--- src/rtl/core/prb_pkg.sv ---
// ----------------------------------------------------------------------------
// prb_pkg
// Shared types, constants and helpers for the primitive run batcher.
// ----------------------------------------------------------------------------
`default_nettype none

package prb_pkg;

    localparam int MAX_RUN_VERTS = 256;
    localparam int LANES         = 4;
    localparam int LANE_BITS     = 2;
    localparam int ROW_DEPTH     = MAX_RUN_VERTS / LANES;
    localparam int ROW_BITS      = 6;
    localparam int LEN_BITS      = 9;
    localparam int BUD_BITS      = 12;
    localparam int PRIM_BITS     = 10;
    localparam int VERT_BITS     = 16;
    localparam int OFF_BITS      = 10;

    localparam logic [PRIM_BITS-1:0] PRIM_LIMIT   = 10'd1023;
    localparam logic [1:0]           TRI_CORNERS  = 2'd3;
    localparam logic [BUD_BITS-1:0]  BUDGET_FLOOR = 12'h800;
    localparam logic [LEN_BITS-1:0]  LIST_FULL    = LEN_BITS'(MAX_RUN_VERTS);

    localparam logic [1:0] REG_CORNERS = 2'd0;
    localparam logic [1:0] REG_BUDGET  = 2'd1;
    localparam logic [1:0] REG_COST    = 2'd2;
    localparam logic [1:0] REG_RESERVE = 2'd3;

    typedef enum logic [2:0] {
        S_IDLE,
        S_CORNER,
        S_READ,
        S_CMP,
        S_MISS,
        S_DONE
    } state_t;

    typedef struct packed {
        logic [VERT_BITS-1:0] corner_a;
        logic [VERT_BITS-1:0] corner_b;
        logic [VERT_BITS-1:0] corner_c;
        logic                 last_prim;
    } in_item_t;

    typedef struct packed {
        logic                  kind;
        logic [OFF_BITS-1:0]   offset_a;
        logic [OFF_BITS-1:0]   offset_b;
        logic [OFF_BITS-1:0]   offset_c;
        logic [1:0]            new_count;
        logic [VERT_BITS-1:0]  new_vert_a;
        logic [VERT_BITS-1:0]  new_vert_b;
        logic [VERT_BITS-1:0]  new_vert_c;
        logic                  run_end;
        logic [LEN_BITS-1:0]   run_vertex_count;
        logic [PRIM_BITS-1:0]  run_prim_count;
    } out_item_t;

    typedef struct packed {
        logic                 any;
        logic [LANE_BITS-1:0] lane;
    } hit_t;

    function automatic logic [BUD_BITS-1:0] sat_sub(input logic [BUD_BITS-1:0] b,
                                                    input logic [3:0] x);
        logic signed [BUD_BITS:0] diff;
        begin
            diff = $signed({b[BUD_BITS-1], b}) - $signed({9'd0, x});
            if (diff < $signed({1'b1, BUDGET_FLOOR}))
            begin
                sat_sub = BUDGET_FLOOR;
            end
            else
            begin
                sat_sub = diff[BUD_BITS-1:0];
            end
        end
    endfunction

endpackage

`default_nettype wire

--- src/rtl/core/prb_ram.sv ---
// ----------------------------------------------------------------------------
// prb_ram
// Generic single write port RAM with a registered read port.
// ----------------------------------------------------------------------------
`default_nettype none

module prb_ram #(
    parameter int WIDTH = 16,
    parameter int DEPTH = 64
) (
    input  wire logic                     clk,
    input  wire logic                     we,
    input  wire logic [$clog2(DEPTH)-1:0] waddr,
    input  wire logic [WIDTH-1:0]         wdata,
    input  wire logic [$clog2(DEPTH)-1:0] raddr,
    output logic      [WIDTH-1:0]         rdata
);

    logic [WIDTH-1:0] mem_reg [DEPTH];

    always_ff @(posedge clk)
    begin
        if (we)
        begin
            mem_reg[waddr] <= wdata;
        end
        rdata <= mem_reg[raddr];
    end

endmodule

`default_nettype wire

--- src/rtl/core/prb_lane.sv ---
// ----------------------------------------------------------------------------
// prb_lane
// One search lane: a bank of the run vertex list and its comparator.
// ----------------------------------------------------------------------------
`default_nettype none

module prb_lane (
    input  wire logic                          clk,
    input  wire logic                          we,
    input  wire logic [prb_pkg::ROW_BITS-1:0]  waddr,
    input  wire logic [prb_pkg::VERT_BITS-1:0] wdata,
    input  wire logic [prb_pkg::ROW_BITS-1:0]  raddr,
    input  wire logic [prb_pkg::VERT_BITS-1:0] key,
    input  wire logic                          live,
    output logic                               hit
);

    logic [prb_pkg::VERT_BITS-1:0] rdata;

    prb_ram #(
        .WIDTH(prb_pkg::VERT_BITS),
        .DEPTH(prb_pkg::ROW_DEPTH)
    ) u_bank (
        .clk  (clk),
        .we   (we),
        .waddr(waddr),
        .wdata(wdata),
        .raddr(raddr),
        .rdata(rdata)
    );

    assign hit = live && (rdata == key);

endmodule

`default_nettype wire

--- src/rtl/core/prb_merge.sv ---
// ----------------------------------------------------------------------------
// prb_merge
// Picks the lowest lane that matched, which is the earliest list position.
// ----------------------------------------------------------------------------
`default_nettype none

module prb_merge (
    input  wire logic [prb_pkg::LANES-1:0] hits,
    output prb_pkg::hit_t                  found
);

    always_comb
    begin
        found = '0;
        for (int l = prb_pkg::LANES - 1; l >= 0; l--)
        begin
            if (hits[l])
            begin
                found.any  = 1'b1;
                found.lane = l[prb_pkg::LANE_BITS-1:0];
            end
        end
    end

endmodule

`default_nettype wire

--- src/rtl/core/primitive_run_batcher.sv ---
// ----------------------------------------------------------------------------
// primitive_run_batcher
// Packs primitives into vertex runs under a quadword budget.
// ----------------------------------------------------------------------------
// An item is taken when start is high and busy is low. Each item yields one
// or two results, each shown for one cycle with result_valid high; a run
// that must close before the primitive gives an extra result first.
// The receiver cannot stall, so results are simply presented and dropped.
// Each corner is looked up in the current run list, which is split over four
// lanes that each compare one entry per row; a row is read from the RAM in
// S_READ and compared in S_CMP. A corner enters S_CORNER, then visits these
// states row by row to a hit or the end of the run, then S_MISS on a miss.
// The item then commits in S_DONE; its result is shown once the block is
// back in idle, so a new item is taken only after the last has committed; a
// run that must close first repeats the corner search. The user must write
// the configuration registers through the APB port only while idle; the
// block does not enforce this. Reset clears the run state and loads the
// register defaults; the vertex list itself needs no clearing since only
// entries below the length are read.
// ----------------------------------------------------------------------------
`default_nettype none

module primitive_run_batcher (
    input  wire logic              clk,
    input  wire logic              rst_n,
    input  wire logic              start,
    output logic                   busy,
    input  wire prb_pkg::in_item_t item,
    output logic                   result_valid,
    output prb_pkg::out_item_t     result,
    input  wire logic              psel,
    input  wire logic              penable,
    input  wire logic              pwrite,
    input  wire logic [3:0]        paddr,
    input  wire logic [31:0]       pwdata,
    output logic [31:0]            prdata,
    output logic                   pready
);

    prb_pkg::state_t state_reg, state_next;

    logic [1:0]                     cfg_corners_reg;
    logic [9:0]                     cfg_budget_reg;
    logic [3:0]                     cfg_cost_reg;
    logic [9:0]                     cfg_reserve_reg;

    logic [prb_pkg::VERT_BITS-1:0]  corner_reg [3];
    logic [prb_pkg::VERT_BITS-1:0]  corner_next [3];
    logic                           last_reg, last_next;
    logic [1:0]                     k_reg, k_next;
    logic [prb_pkg::ROW_BITS-1:0]   row_reg, row_next;
    logic [prb_pkg::LEN_BITS-1:0]   tlen_reg, tlen_next;
    logic [prb_pkg::BUD_BITS-1:0]   tbud_reg, tbud_next;
    logic                           waive_reg, waive_next;
    logic [prb_pkg::OFF_BITS-1:0]   off_reg [3];
    logic [prb_pkg::OFF_BITS-1:0]   off_next [3];
    logic [prb_pkg::VERT_BITS-1:0]  nv_reg [3];
    logic [prb_pkg::VERT_BITS-1:0]  nv_next [3];
    logic [1:0]                     added_reg, added_next;
    logic [prb_pkg::LEN_BITS-1:0]   len_reg, len_next;
    logic [prb_pkg::BUD_BITS-1:0]   bud_reg, bud_next;
    logic [prb_pkg::PRIM_BITS-1:0]  prims_reg, prims_next;
    logic                           result_valid_reg, result_valid_next;
    prb_pkg::out_item_t             result_reg, result_next;

    logic [prb_pkg::VERT_BITS-1:0]  key;
    logic [prb_pkg::LANES-1:0]      lane_live;
    logic [prb_pkg::LANES-1:0]      lane_hit;
    logic [prb_pkg::LANES-1:0]      lane_we;
    logic                           append;
    prb_pkg::hit_t                  found;
    logic [1:0]                     n_last;
    logic                           row_end;
    logic                           refuse;
    logic [prb_pkg::BUD_BITS-1:0]   bud_commit;
    logic [prb_pkg::PRIM_BITS-1:0]  prims_commit;
    logic                           cfg_write;

    assign key       = corner_reg[k_reg];
    assign n_last    = (cfg_corners_reg == prb_pkg::TRI_CORNERS) ? 2'd2 : 2'd1;
    assign row_end   = {({1'b0, row_reg} + 7'd1), 2'b00} >= tlen_reg;
    assign refuse    = (tlen_reg >= prb_pkg::LIST_FULL)
                       || (!waive_reg
                           && ($signed({tbud_reg[prb_pkg::BUD_BITS-1], tbud_reg})
                               < $signed({3'd0, cfg_reserve_reg})));
    assign append    = (state_reg == prb_pkg::S_MISS) && !refuse;
    assign bud_commit   = prb_pkg::sat_sub(tbud_reg, 4'd1);
    assign prims_commit = prims_reg + 10'd1;

    always_comb
    begin
        for (int l = 0; l < prb_pkg::LANES; l++)
        begin
            lane_live[l] = {1'b0, row_reg, l[prb_pkg::LANE_BITS-1:0]} < tlen_reg;
            lane_we[l]   = append && (tlen_reg[prb_pkg::LANE_BITS-1:0]
                                      == l[prb_pkg::LANE_BITS-1:0]);
        end
    end

    genvar g;
    generate
        for (g = 0; g < prb_pkg::LANES; g++)
        begin : g_lane
            prb_lane u_lane (
                .clk  (clk),
                .we   (lane_we[g]),
                .waddr(tlen_reg[prb_pkg::LANE_BITS +: prb_pkg::ROW_BITS]),
                .wdata(key),
                .raddr(row_reg),
                .key  (key),
                .live (lane_live[g]),
                .hit  (lane_hit[g])
            );
        end
    endgenerate

    prb_merge u_merge (
        .hits (lane_hit),
        .found(found)
    );

    assign cfg_write = psel && penable && pwrite;
    assign pready    = 1'b1;

    always_comb
    begin
        prdata = '0;
        case (paddr[3:2])
            prb_pkg::REG_CORNERS: prdata = {30'd0, cfg_corners_reg};
            prb_pkg::REG_BUDGET:  prdata = {22'd0, cfg_budget_reg};
            prb_pkg::REG_COST:    prdata = {28'd0, cfg_cost_reg};
            prb_pkg::REG_RESERVE: prdata = {22'd0, cfg_reserve_reg};
            default:              prdata = '0;
        endcase
    end

    always_ff @(posedge clk or negedge rst_n)
    begin
        if (!rst_n)
        begin
            cfg_corners_reg <= 2'd3;
            cfg_budget_reg  <= 10'd315;
            cfg_cost_reg    <= 4'd4;
            cfg_reserve_reg <= 10'd5;
        end
        else if (cfg_write)
        begin
            case (paddr[3:2])
                prb_pkg::REG_CORNERS: cfg_corners_reg <= pwdata[1:0];
                prb_pkg::REG_BUDGET:  cfg_budget_reg  <= pwdata[9:0];
                prb_pkg::REG_COST:    cfg_cost_reg    <= pwdata[3:0];
                prb_pkg::REG_RESERVE: cfg_reserve_reg <= pwdata[9:0];
                default:              cfg_corners_reg <= cfg_corners_reg;
            endcase
        end
    end

    always_ff @(posedge clk or negedge rst_n)
    begin
        if (!rst_n)
        begin
            state_reg        <= prb_pkg::S_IDLE;
            len_reg          <= '0;
            bud_reg          <= 12'd315;
            prims_reg        <= '0;
            result_valid_reg <= 1'b0;
        end
        else
        begin
            state_reg        <= state_next;
            len_reg          <= len_next;
            bud_reg          <= bud_next;
            prims_reg        <= prims_next;
            result_valid_reg <= result_valid_next;
        end
    end

    always_ff @(posedge clk)
    begin
        for (int i = 0; i < 3; i++)
        begin
            corner_reg[i] <= corner_next[i];
            off_reg[i]    <= off_next[i];
            nv_reg[i]     <= nv_next[i];
        end
        last_reg   <= last_next;
        k_reg      <= k_next;
        row_reg    <= row_next;
        tlen_reg   <= tlen_next;
        tbud_reg   <= tbud_next;
        waive_reg  <= waive_next;
        added_reg  <= added_next;
        result_reg <= result_next;
    end

    always_comb
    begin
        state_next        = state_reg;
        for (int i = 0; i < 3; i++)
        begin
            corner_next[i] = corner_reg[i];
            off_next[i]    = off_reg[i];
            nv_next[i]     = nv_reg[i];
        end
        last_next         = last_reg;
        k_next            = k_reg;
        row_next          = row_reg;
        tlen_next         = tlen_reg;
        tbud_next         = tbud_reg;
        waive_next        = waive_reg;
        added_next        = added_reg;
        len_next          = len_reg;
        bud_next          = bud_reg;
        prims_next        = prims_reg;
        result_valid_next = 1'b0;
        result_next       = result_reg;

        case (state_reg)
            prb_pkg::S_IDLE:
            begin
                if (start)
                begin
                    corner_next[0] = item.corner_a;
                    corner_next[1] = item.corner_b;
                    corner_next[2] = item.corner_c;
                    last_next      = item.last_prim;
                    k_next         = 2'd0;
                    added_next     = 2'd0;
                    for (int i = 0; i < 3; i++)
                    begin
                        off_next[i] = '0;
                        nv_next[i]  = '0;
                    end
                    waive_next = (prims_reg == '0);
                    if (prims_reg == '0)
                    begin
                        len_next  = '0;
                        bud_next  = {2'd0, cfg_budget_reg};
                        tlen_next = '0;
                        tbud_next = {2'd0, cfg_budget_reg};
                    end
                    else
                    begin
                        tlen_next = len_reg;
                        tbud_next = bud_reg;
                    end
                    state_next = prb_pkg::S_CORNER;
                end
            end

            prb_pkg::S_CORNER:
            begin
                row_next = '0;
                if (tlen_reg == '0)
                begin
                    state_next = prb_pkg::S_MISS;
                end
                else
                begin
                    state_next = prb_pkg::S_READ;
                end
            end

            prb_pkg::S_READ:
            begin
                state_next = prb_pkg::S_CMP;
            end

            prb_pkg::S_CMP:
            begin
                if (found.any)
                begin
                    off_next[k_reg] = {row_reg, found.lane, 2'b00};
                    if (k_reg == n_last)
                    begin
                        state_next = prb_pkg::S_DONE;
                    end
                    else
                    begin
                        k_next     = k_reg + 2'd1;
                        state_next = prb_pkg::S_CORNER;
                    end
                end
                else if (row_end)
                begin
                    state_next = prb_pkg::S_MISS;
                end
                else
                begin
                    row_next   = row_reg + 6'd1;
                    state_next = prb_pkg::S_READ;
                end
            end

            prb_pkg::S_MISS:
            begin
                if (refuse)
                begin
                    result_valid_next            = 1'b1;
                    result_next                  = '0;
                    result_next.kind             = 1'b1;
                    result_next.run_end          = 1'b1;
                    result_next.run_vertex_count = len_reg;
                    result_next.run_prim_count   = prims_reg;
                    len_next   = '0;
                    prims_next = '0;
                    bud_next   = {2'd0, cfg_budget_reg};
                    tlen_next  = '0;
                    tbud_next  = {2'd0, cfg_budget_reg};
                    waive_next = 1'b1;
                    k_next     = 2'd0;
                    added_next = 2'd0;
                    for (int i = 0; i < 3; i++)
                    begin
                        off_next[i] = '0;
                        nv_next[i]  = '0;
                    end
                    state_next = prb_pkg::S_CORNER;
                end
                else
                begin
                    off_next[k_reg]    = {tlen_reg[7:0], 2'b00};
                    nv_next[added_reg] = key;
                    added_next         = added_reg + 2'd1;
                    tlen_next          = tlen_reg + 9'd1;
                    tbud_next          = prb_pkg::sat_sub(tbud_reg, cfg_cost_reg);
                    if (k_reg == n_last)
                    begin
                        state_next = prb_pkg::S_DONE;
                    end
                    else
                    begin
                        k_next     = k_reg + 2'd1;
                        state_next = prb_pkg::S_CORNER;
                    end
                end
            end

            prb_pkg::S_DONE:
            begin
                result_valid_next       = 1'b1;
                result_next             = '0;
                result_next.offset_a    = off_reg[0];
                result_next.offset_b    = off_reg[1];
                result_next.offset_c    = off_reg[2];
                result_next.new_count   = added_reg;
                result_next.new_vert_a  = nv_reg[0];
                result_next.new_vert_b  = nv_reg[1];
                result_next.new_vert_c  = nv_reg[2];
                if ((bud_commit == '0) || last_reg || (prims_commit >= prb_pkg::PRIM_LIMIT))
                begin
                    result_next.run_end          = 1'b1;
                    result_next.run_vertex_count = tlen_reg;
                    result_next.run_prim_count   = prims_commit;
                    len_next   = '0;
                    prims_next = '0;
                    bud_next   = {2'd0, cfg_budget_reg};
                end
                else
                begin
                    len_next   = tlen_reg;
                    prims_next = prims_commit;
                    bud_next   = bud_commit;
                end
                state_next = prb_pkg::S_IDLE;
            end

            default:
            begin
                state_next = prb_pkg::S_IDLE;
            end
        endcase
    end

    assign busy         = (state_reg != prb_pkg::S_IDLE);
    assign result_valid = result_valid_reg;
    assign result       = result_reg;

endmodule

`default_nettype wire

--- config.mk ---
export PLATFORM = sky130hd
export DESIGN_NAME = primitive_run_batcher
export DESIGN_NICKNAME = d
export VERILOG_FILES = /design/src/rtl/core/prb_pkg.sv /design/src/rtl/core/prb_ram.sv /design/src/rtl/core/prb_lane.sv /design/src/rtl/core/prb_merge.sv /design/src/rtl/core/primitive_run_batcher.sv
export SDC_FILE = /design/constraint.sdc
export NUM_CORES = 2
export LEC_CHECK = 0
export CORE_MARGIN = 3
export CORE_UTILIZATION = 57
export DETAILED_ROUTE_END_ITERATION = 6
export DONT_BUFFER_PORTS = 1
export PLACE_DENSITY_LB_ADDON = 0.15
export SYNTH_ARGS = -nofsm -noshare
export SYNTH_HDL_FRONTEND = slang
export SYNTH_MEMORY_MAX_BITS = 65536
export SYNTH_SLANG_ARGS = --single-unit
--- constraint.sdc ---
create_clock -name clk -period 10.78 [get_ports clk]
set_clock_uncertainty 0.2 [all_clocks]
set_input_delay 1.617 -clock clk [delete_from_list [all_inputs] [get_ports clk]]
set_output_delay 1.617 -clock clk [all_outputs]
set_load 0.005 [all_outputs]
# --- After elaboration in Yosys (flattened, before gate mapping) ---
# Memory sizes are Yosys's and may differ from the RTL's. A register that Yosys moved wholly into a read port is not among the register bits.
# Cells that the tools add are included.
totals:
  register_bits: 195
  ram_bits: 4222
  input_bits: 91
  output_inout_bits: 136
  wordCells: 200
  memories: 7
classes:
  n_addsub: 8
  order_cmp: 14
  eq_ne: 24
  muxes: 75
  n_bitwise: 2
  reduce_logical: 43
mem_list:
  columns: ["name", "depth", "width", "read_ports", "rd_clocked_by_memory_dff", "write_ports", "line", "rtl"]
  rows:
  - ["g_lane[0].u_lane.u_bank.mem_reg", 64, 16, 1, 1, 1, "prb_ram.sv:19", "logic [WIDTH-1:0] mem_reg [DEPTH];"]
  - ["g_lane[1].u_lane.u_bank.mem_reg", 64, 16, 1, 1, 1, "prb_ram.sv:19", null]
  - ["g_lane[2].u_lane.u_bank.mem_reg", 64, 16, 1, 1, 1, "prb_ram.sv:19", null]
  - ["g_lane[3].u_lane.u_bank.mem_reg", 64, 16, 1, 1, 1, "prb_ram.sv:19", null]
  - ["corner_reg", 3, 16, 1, 1, 3, "primitive_run_batcher.sv:47", "logic [prb_pkg::VERT_BITS-1:0] corner_reg [3];"]
  - ["nv_reg", 3, 16, 3, 0, 3, "primitive_run_batcher.sv:57", "logic [prb_pkg::VERT_BITS-1:0] nv_reg [3];"]
  - ["1 more memories", null, null, null, null, null, null, null]
op_table:
  columns: ["cell", "n"]
  rows:
  - ["$pmux 101 s2", 1]
  - ["$mux 48", 4]
  - ["$pmux 32 s4", 1]
  - ["$mux 101", 1]
  - ["$pmux 48 s2", 1]
  - ["$mux 30", 3]
  - ["$pmux 30 s3", 1]
  - ["$mux 12", 7]
  - ["$eq 16x16->1", 4]
  - ["$bwmux 30", 2]
  - ["$bwmux 48", 1]
  - ["$mux 9", 5]
  - ["$lt 8x9->1", 4]
  - ["$pmux 12 s3", 1]
  - ["$demux 16 s2", 1]
  - ["$mux 10", 3]
  - ["$mux 3", 10]
  - ["$pmux 9 s3", 1]
  - ["$lt 13x12->1 const B", 2]
  - ["$pmux 12 s2", 1]
  - ["$demux 10 s2", 1]
  - ["$mux 20", 1]
  - ["$pmux 10 s2", 1]
  - ["$pmux 9 s2", 1]
  - ["other kinds (43)", 108]

# --- Depth between registers and ports, before layout ---
depth:
  word_depth: 9
  ltp_mapped: 16
  depth_no_buf: 13

# --- Hierarchy ---
# Synthesis repeated with hierarchy kept, for this count alone.
hier_totals:
  cells_unflattened: 8678
  area_unflattened_um2: 176251.5
by_module_without_submodules:
  columns: ["module", "instances", "cells_each", "area_each_um2", "seq_area_each_um2"]
  rows:
  - ["prb_ram", 4, 1829, 40042.2, 31069.8]
  - ["primitive_run_batcher", 1, 1267, 15322.2, 9395.3]
  - ["prb_lane", 4, 22, 181.4, 0.0]
  - ["prb_merge", 1, 7, 35.0, 0.0]

# --- Least setup slack after synthesis ---
# No wires, ideal clock.
synth_timing:
  path_type: "reg2reg"
  from: "register (tool-made name)"
  to: "memory off_reg[0][0] (netlist bit) (enable)"
  setup_ns: 0.459
  arrival_time_ns: 11.216
  required_ns: 10.121
  slack_ns: -1.095
  stages_incl_launch_ff: 10
  path_buffers: 1
  synth_period_minus_slack_ns: 11.875
  path_cell_list: "dfxtp_1 buf_2 inv_2 mux2i_1 xor2_1 nor2_1 nand4_1 nor3_2 nor4_4 o21ai_0"
synth_lines:
  columns: ["element", "line", "rtl"]
  rows:
  - ["end, declared", "primitive_run_batcher.sv:55", "logic [prb_pkg::OFF_BITS-1:0] off_reg [3];"]

==> results.txt <==
- A synthesized cell averages 21.3 um^2.
- CTS saw 4,483 sinks.
- The clock tree synthesis step divided the H-tree into 5 levels.
- Vert. Die Dim: 558 um
- The synthesized design contains 4,356 enable-type register cells.
- Final worst path period share: 58.2%
* Met3 global-route usage: 6.65%
- Buffers on Ports: 0
- Total power for the finished layout comes to 0.0508 W.
- Entering global routing, the biggest net connects 196 pins.
- For this block, the routed nets add up to 448,000 um of wire.
* Synth Cell Area: 174,000 um^2
- First-pass GRT wire length: 632,000 um
- Post-Synthesis Cells: 8,181
- Starting Density: 57.3%
- Clock-pin slew was measured on the worst setup and hold paths at 0.06 ns.
- In the final routed layout, each cell accounts on average for 34.9 um.
* Startpoint types: flop
* Flip-flop and latch count after synthesis: 4,483
- From left edge to right edge, the die measures 558 um.
- Setup repair after global routing left no endpoint under its margin.
* Highest net fanout along the worst path: 195
- The share of the Yosys chip area taken by registers is 76.9%.
- Half-perimeter wire length of the detailed placement result: 265,000 um
* Leakage power figure: 61.0 nW
* Total negative setup slack: 0 ns
* Hold violation total from the final report: 0
- The flow ran to the end, but the final reports show violations.
* Min-delay worst type: input port to async pin
- Static timing analysis puts the maximum clock frequency at 0.159 GHz.
* Max-capacitance violation count: 1
- At the end of the flow the core is filled with cells to 64.1%.
- After detailed routing, the number of vias per cell comes to 6.67.
- After synthesis, the share of flip-flops with an asynchronous set or reset is 1.36%.
- Clock Latency Late Sink: 0.99 ns
- The number of antenna violations at the first check in global routing was 19.
- Remaining global-route overflow: 0
- The post-route netlist has 25.8% of its cells at a drive strength greater than 1.
- Post-CTS repair changed the size of 0 cells.
- The checks that failed: max-capacitance violations, max-slew violations.
- The worst pin sits at a relative slew slack of -4.57%.
- Clock tree from TritonCTS: yes
- Main synth FF type: edfxtp_1
- In this run the power density over the cells is 261 nW/um^2.
* Global-route track usage on met2: 42.6%
- DRC violations left: 0
- Critical Path Max Stage Delay: 1.04 ns
* Placer Congestion: 0.869
* Count of pins over their slew limit: 9
* Data arrival time at the worst-slack endpoint: 6.68 ns
- Boundary Pins: 227
- Peak supply drop: 0.000244 V
- Number of detailed-route iterations in the first pass: 6
* Cells traversed along the worst timing path: buf_4, buf_4, nand2_1, o21ai_4, buf_12, xor2_1, nor4_1, nand3_1, nor4_4, nor4_4, o21ai_2, buf_4
* Time the final worst path needs with I/O delays and setup: 6.28 ns
* Core area: 303,000 um^2
* Number of DRC markers after the initial detailed-route iteration: 11,800
* Via count of the first global-routing pass: 83,500
- Global routing used 28.8% of the available tracks.
- Post-layout net count: 8,611
- Hold buffers post-CTS: 0
- TritonCTS created 442 clock buffers.
* Master cell of the clock root buffer: clkbuf_16
* Post CTS Setup Buffer Count: 0
- Cell row count: 202
- The die covers 312,000 um^2.
* Worst-Margin Slew: 1.56 ns
- Setup Viol. Count Final: 0
- Signed area change from the synthesized netlist to the final layout: 11.7%
- The number of placed instances, taps included, is 12,000.
- Remaining number of nets flagged by the antenna check after routing: 0
* Dominant cell type by count on the critical path: buf_4
- Global routing consumed, on the met1 layer, 42.2% of the routing resources.
- The critical path is of the flop to flop type.
- For the worst setup path, the data required time is 11.18 ns.
* Number of library cell types mapped by synthesis: 77
* Kind of capture point of the worst setup path: flop
- The finished layout holds 12,800 standard cells, fillers aside.
- Warnings, synthesis: 0
- Via count: 85,700
* CP max-delay cell: nor4_1
- The register with the most flip-flops in the layout has 4,096 of them.
- Counting along the longest clock path gives a buffer depth of 4.
* Global route hottest layer: met2
cell type report:
cell class | count | area [um^2]
tap | 3978 | 4980
multi-input combinational | 3175 | 38600
sequential | 4483 | 134000
timing repair buffer | 313 | 2540
antenna | 14 | 35.0
inverter | 62 | 273
clock inverter | 261 | 2410
fill | 20000 | 109000
clock buffer | 560 | 11800
through the flow:
| stage | instance area [um^2] | hold WS [ns] | worst slack [ns] |
|---|---|---|---|
| global route | 194000 | 0.120 | 4.49 |
| global placement | 180000 | 0.257 | 4.84 |
| CTS | 194000 | 0.0906 | 4.73 |
| finish | 194000 | 0.161 | 4.50 |
| detailed placement | 180000 | 0.269 | 4.73 |
| floorplan | 174000 | 0.239 | 1.69 |
cell usage in the layout (no fill, tap or decap), types with 23 or more instances in the layout:
cell type / instances
mux2i_1: 402
mux2_2: 28
nor3_1: 23
nor2_1: 177
a21oi_1: 168
mux4_2: 1051
nand2_1: 201
o22ai_1: 135
inv_1: 50
and2_1: 92
buf_4: 296
clkinv_2: 95
ha_1: 42
o221ai_1: 171
conb_1: 23
dfxtp_1: 65
xor2_1: 37
clkbuf_1: 98
dfrtp_1: 44
nor2_2: 188
o21ai_0: 163
edfxtp_1: 4356
clkbuf_16: 449
bufinv_16: 35
xnor2_1: 58
clkinv_1: 100
logic make-up (layout without fill, tap and decap cells):
kind of cell	count (synthesis)	after routing	share of synthesized area, %
AOI/OAI and AO/OA	740	740	2.79
adders and majority gates	43	43	0.314
DFF	4483	4483	76.9
buffers and inverters	544	1196	1.34
other	2	37	0.00432
and+or+nand+nor	782	782	2.00
xor gates and xnor gates	95	95	0.478
muxes	1492	1492	16.2
power breakdown:
part / internal (W) / switching (W)
logic: 0.00558 / 0.00903
clock network: 0.00858 / 0.00645
registers: 0.0208 / 0.000285
per-layer routing:
layer | share of wire, % | vias to the layer above | wire length, um
met1 | 39 | 45600 | 175000
met3 | 11 | 724 | 47700
met4 | 4.3 | 8 | 19200
met5 | 0.023 | - | 105
met2 | 46 | 4708 | 206000
li1 | - | 34700 | -
worst paths after layout:
check / from / end / slack (ns) / cells past startpoint
worst min register to register: bud_reg[7] / bud_reg[7] / 0.28 / 2
min in group clk: bud_reg[7] / bud_reg[7] / 0.28 / 2
worst max register to register: flop / off_reg[0][21] / 4.50 / 12
worst min-delay path: rst_n / cfg_budget_reg[6] / 0.16 / 0
max in group asynchronous: rst_n / bud_reg[0] / 10.02 / 0
worst max-delay path: flop / off_reg[0][21] / 4.50 / 12
critical path: cells and delay by family (launching register included):
family          cells  cell delay (ns)
simple gates        5             2.66
buf+inv             4             1.68
flops               1             0.31
xor+xnor            1             0.15
compound gates      2             0.43
synth_stat cells, drive strengths merged (37+ instances only):
cell type  instances  area [um^2]
a21oi            168          841
and2              93          582
buf              200         1040
clkbuf           282         1060
dfrtp             44         1100
dfxtp             66         1320
edfxtp          4356       131000
ha                42          526
inv               59          221
mux2i            406         4090
mux4            1051        23700
nand2            207          780
nor2             366         1380
o21ai            176          933
o221ai           171         1500
o22ai            135          845
xnor2             58          508
xor2              37          324
Power figures use the tool's default switching activity.
